--- src/rtl/rssg_pkg.sv ---
// Shared constants, codes and control types for the road scanline span generator.
package rssg_pkg;

  localparam int SCREEN_WIDTH   = 320;
  localparam int SCREEN_HEIGHT  = 240;
  localparam int MAX_SEGMENTS   = 2048;
  localparam int SEGMENT_LENGTH = 200;
  localparam int STRIPE_LENGTH  = 600;
  localparam int LANES          = 3;

  localparam int ROW_DEPTH    = 120;
  localparam int SHADES       = 24;
  localparam int MAX_SPANS    = 5;
  localparam int RUMBLE_Q16   = 88474;
  localparam int LANE_Q16     = 1638;
  localparam int MIN_STEP_Q14 = 2458;
  localparam int ONE_Q14      = 16384;

  localparam int MAT_GRASS  = 0;
  localparam int MAT_RUMBLE = 2;
  localparam int MAT_TARMAC = 4;
  localparam int MAT_LANE   = 6;

  localparam int IN_DATA_W  = 120;
  localparam int OUT_DATA_W = 40;
  localparam int CFG_DATA_W = 12;

  localparam int COL_W  = $clog2(SCREEN_WIDTH + 1);
  localparam int ROW_W  = $clog2(SCREEN_HEIGHT);
  localparam int ROW_AW = $clog2(ROW_DEPTH);
  localparam int SEG_AW = $clog2(MAX_SEGMENTS);
  localparam int CNT_W  = $clog2(MAX_SEGMENTS + 1);
  localparam int D_W    = 20;
  localparam int XW     = 36;

  // Reciprocals for the constant divisions; one compare corrects the quotient.
  localparam int RECIP_SH       = 23;
  localparam int SEG_RECIP      = (1 << RECIP_SH) / SEGMENT_LENGTH;
  localparam int SEG_RECIP_W    = $clog2(SEG_RECIP + 1);
  localparam int STRIPE_RECIP   = (1 << RECIP_SH) / STRIPE_LENGTH;
  localparam int STRIPE_RECIP_W = $clog2(STRIPE_RECIP + 1);
  localparam int QSEG_W         = $clog2(((1 << D_W) - 1) / SEGMENT_LENGTH + 1);
  localparam int QBIT_W         = $clog2(QSEG_W);
  localparam int LANE_SH        = 30;
  localparam int LANE_RECIP     = (1 << LANE_SH) / LANES;
  localparam int LANE_RECIP_W   = $clog2(LANE_RECIP + 1);
  localparam int LR_W           = $clog2(2 * LANES + 1);
  localparam int NUM_CAND       = LANES + 2;
  localparam int K_W            = $clog2(NUM_CAND);
  localparam int N_W            = $clog2(MAX_SPANS + 1);

  typedef enum logic [1:0] {
    FUNC_ROW_WR = 2'd0,
    FUNC_SEG_WR = 2'd1,
    FUNC_FRAME  = 2'd2,
    FUNC_DRAW   = 2'd3
  } func_e;

  typedef enum logic [2:0] {
    KIND_GRASS  = 3'd0,
    KIND_RUMBLE = 3'd1,
    KIND_TARMAC = 3'd2,
    KIND_LANE   = 3'd3,
    KIND_END    = 3'd4
  } span_kind_e;

  typedef enum logic {
    CFG_TABLE_ENTRIES = 1'b0,
    CFG_SEGMENT_COUNT = 1'b1
  } cfg_idx_e;

  typedef enum logic [3:0] {
    ST_IDLE,
    ST_ROW,
    ST_MUL,
    ST_CORR,
    ST_SPAN,
    ST_FLUSH,
    ST_MOD,
    ST_SEG,
    ST_UPD,
    ST_END
  } state_e;

  typedef struct packed {
    logic accept;
    logic load_row;
    logic mult;
    logic corr;
    logic span;
    logic flush;
    logic mod_step;
    logic seg_read;
    logic update;
    logic end_rec;
  } dp_cmd_t;

  typedef struct packed {
    func_e func;
    logic  draw_end;
    logic  span_done;
    logic  out_free;
    logic  mod_done;
  } dp_status_t;

endpackage

--- src/rtl/rssg_ctrl.sv ---
// Sequencing state machine for the span generator.
module rssg_ctrl import rssg_pkg::*; (
  input  logic       clk_i,
  input  logic       rst_ni,
  input  logic       in_valid_i,
  output logic       in_ready_o,
  input  dp_status_t status_i,
  output dp_cmd_t    cmd_o
);

  state_e state_q, state_d;

  always_ff @(posedge clk_i or negedge rst_ni) begin
    if (!rst_ni) begin
      state_q <= ST_IDLE;
    end else begin
      state_q <= state_d;
    end
  end

  always_comb begin
    state_d = state_q;
    unique case (state_q)
      ST_IDLE: begin
        if (in_valid_i && status_i.func == FUNC_DRAW) begin
          state_d = status_i.draw_end ? ST_END : ST_ROW;
        end
      end
      ST_ROW:   state_d = ST_MUL;
      ST_MUL:   state_d = ST_CORR;
      ST_CORR:  state_d = ST_SPAN;
      ST_SPAN: begin
        if (status_i.span_done) begin
          state_d = ST_FLUSH;
        end
      end
      ST_FLUSH: begin
        if (status_i.out_free) begin
          state_d = ST_MOD;
        end
      end
      ST_MOD: begin
        if (status_i.mod_done) begin
          state_d = ST_SEG;
        end
      end
      ST_SEG:   state_d = ST_UPD;
      ST_UPD:   state_d = ST_IDLE;
      ST_END: begin
        if (status_i.out_free) begin
          state_d = ST_IDLE;
        end
      end
      default:  state_d = ST_IDLE;
    endcase
  end

  always_comb begin
    cmd_o      = '0;
    in_ready_o = 1'b0;
    unique case (state_q)
      ST_IDLE: begin
        in_ready_o   = 1'b1;
        cmd_o.accept = in_valid_i;
      end
      ST_ROW:   cmd_o.load_row = 1'b1;
      ST_MUL:   cmd_o.mult     = 1'b1;
      ST_CORR:  cmd_o.corr     = 1'b1;
      ST_SPAN:  cmd_o.span     = 1'b1;
      ST_FLUSH: cmd_o.flush    = 1'b1;
      ST_MOD:   cmd_o.mod_step = 1'b1;
      ST_SEG:   cmd_o.seg_read = 1'b1;
      ST_UPD:   cmd_o.update   = 1'b1;
      ST_END:   cmd_o.end_rec  = 1'b1;
      default:  cmd_o          = '0;
    endcase
  end

endmodule

--- config.mk ---
export PLATFORM = sky130hd
export DESIGN_NAME = rssg_ctrl
export DESIGN_NICKNAME = d
export VERILOG_FILES = /design/src/rtl/rssg_pkg.sv /design/src/rtl/rssg_ctrl.sv
export SDC_FILE = /design/constraint.sdc
export NUM_CORES = 1
export LEC_CHECK = 0
export ABC_AREA = 1
export BUFFER_PORTS_ARGS = -buffer_cell sky130_fd_sc_hd__buf_2
export CAP_MARGIN = 30
export CORE_AREA = 3 3 40 42
export CTS_CLUSTER_DIAMETER = 80
export DETAILED_ROUTE_END_ITERATION = 10
export DIE_AREA = 0 0 43 45
export GPL_ROUTABILITY_DRIVEN = 0
export PLACE_DENSITY = 0.63
export SYNTH_ARGS = -nofsm -noshare
export SYNTH_HDL_FRONTEND = slang
export SYNTH_SLANG_ARGS = --single-unit
--- constraint.sdc ---
create_clock -name clk_i -period 1.7 [get_ports clk_i]
set_clock_uncertainty 0.2 [all_clocks]
set_input_delay 0.17 -clock clk_i [delete_from_list [all_inputs] [get_ports clk_i]]
set_output_delay 0.17 -clock clk_i [all_outputs]
set_load 0.02 [all_outputs]
==> out/results.txt <==
status -> finished, final reports clean
critical path launch point type -> flip-flop
multi-input logic area -> 208 µm²
top flop regs -> state_q x4
syn avg cell area -> 6.08 µm²
Core ar. -> 1280 µm²
CTS Root Cell -> clkbuf_4
DPL Wire Length -> 757 µm
via count -> 425
final WL -> 919 µm
total CTS buffers -> 3
Initial Utilization -> 27.0%
PwrDens -> 1740 nW/µm²
PortBufs -> 19
most frequent cells in the layout -> buf_2, inv_1, nand2_1
pin count of the biggest net entering global routing -> 6
R2R Path Start -> state_q[1]
clk_lat worst skew -> 0.23 ns
Leak Pwr -> 0.334 nW
crit path time final -> 1.63 ns
peak supply drop -> 0.000687 V
Row Count -> 13
Critical Path RT -> 1.33 ns
final core utilization -> 40.2%
Max FO, Critical Path -> 5
HP Class -> in -> reg
IO Pins -> 20
vias per inst -> 4.47
CP Launch Point -> state_q[0]
Post-Synthesis Cells -> 57
via count of the first global-routing pass -> 388
clk slew on worst S/H paths -> 0.04 ns
fillcell total -> 151
drc violations -> 0
die width -> 43 µm
R2R Setup Slk -> 0.31 ns
full die area -> 1940 µm²
max FFs per register -> 4
fin crit share -> 95.7%
Most flops, register -> state_q
worst path arrival time -> 1.26 ns
commonest non-fill, non-tap cell in the layout -> buf_2
Die Ht -> 45 µm
Synth area leader -> dfrtp_1
f_max -> 0.615 GHz
Synth Net Count -> 66
share of cells above drive strength 1 -> 43.8%
Max H-tree Level -> 1
Final setup viols -> 0
WL/cell -> 9.67 µm
crit path capture -> cmd_o[1]
Area growth, synth to finish -> 49.1%
Seq cells post-synth -> 4
crit path kind -> reg -> out
R2R cell count -> 7
CTS max path bufs -> 2
CTS tree -> yes
final instance area -> 517 µm²
nets -> 91
synth unique cells -> 14
RSZ-0062 raised after global routing -> yes
cell area after synthesis -> 347 µm²
worst hold stages -> 4
Placed Area -> 460 µm²
Yosys top cell area share -> 28.9%
CP endpoint kind -> primary output
# Max-Cap Violations -> 0
R2R Path End -> state_q[3]
Total GRT Usage -> 10.6%
Least-Margin Pin Slew -> 0.258 ns
postcts setup bufs -> 0
worst relative slew slack -> 82.8%
Reg area -> 101 µm²
YS warnings -> 0
Slew Viols, Final -> 0
initial antenna violation count -> 0
antenna-violating nets left -> 0
Fin Setup TNS -> 0 ns
Synth area leaders -> dfrtp_1, inv_1, nand2_1
Final Hold Fails -> 0
DR iter-0 viols -> 5
clk sink count -> 4
Seq/Total Area, Yosys -> 28.9%
Fin Hold WS -> 0.0181 ns
DR pass1 iterations -> 4
first-pass GRT wire length -> 1.46 mm
# diodes -> 0
grt total ovfl -> 0
per-layer routing:
metal	up-vias	wire (µm)	global-route usage, %
met1	193	363	10.5
li1	220	-	-
met2	10	501	17.4
met3	2	39	3.19
met4	0	14	10.8
met5	-	0	0
Yosys cell counts:
library cell / n
o21bai_1: 1
nand3b_1: 1
nor2_2: 6
nor3_1: 4
nand2_1: 11
nand3_2: 1
nand3_1: 6
o21ai_1: 1
dfrtp_1: 4
inv_1: 14
nand2_2: 1
o22ai_1: 1
inv_2: 1
nor2_1: 5
worst max-delay path: stages, from the launching register on:
cell	delay [ns]
dfrtp_2	0.45
nor2_4	0.17
inv_1	0.07
nor3_1	0.14
buf_2	0.19
how the worst min path moves through the flow:
| stage | startpoint | to | slack, ns |
|---|---|---|---|
| 2_1_floorplan | rst_ni | state_q[0] | -0.33 |
| 6_report | status_i[1] | state_q[3] | 0.02 |
| 3_3_place_gp | rst_ni | state_q[1] | -0.22 |
| 5_1_grt | status_i[1] | state_q[3] | 0.03 |
| 3_5_place_dp | rst_ni | state_q[1] | -0.22 |
| 4_1_cts | status_i[1] | state_q[3] | 0.01 |
metrics by stage:
stage | setup WS (ns) | instances | power [W]
global route | -0.0148 | 95 | 0.000987
CTS | 0.000310 | 95 | 0.000855
detailed placement | 0.253 | 91 | 0.000733
finish | 0.0735 | 95 | 0.000898
global placement | 0.271 | 91 | 0.000730
floorplan | 0.202 | 57 | 0.000582
kinds of logic (layout without fill, tap and decap cells):
kind of cell | after synthesis | after routing | share of synthesized area, %
AND/OR/NAND/NOR | 35 | 35 | 49.5
buffers and inverters | 15 | 38 | 16.2
flip-flops | 4 | 4 | 28.9
AO/OA/AOI/OAI | 3 | 3 | 5.42
final cells by class:
cell class | instances | share of cell area [%]
clock buffer | 3 | 4.36
timing repair buffer | 20 | 21.3
multi-input combinational | 38 | 40.2
sequential | 4 | 19.6
tap | 15 | 3.63
inverter | 15 | 10.9
where the power goes:
part | internal, W | switching, W
registers | 0.000139 | 0.0000744
clock network | 0.0000786 | 0.0000337
logic | 0.000203 | 0.000370
total | 0.000420 | 0.000478
timing repair:
item	4_1_cts	5_1_grt
hold buffers	1	0
endpoints found under the setup margin	0	6
endpoints found under the hold margin	4	0
resized for setup	0	7
Note: power is estimated with default switching activity, not from simulation.
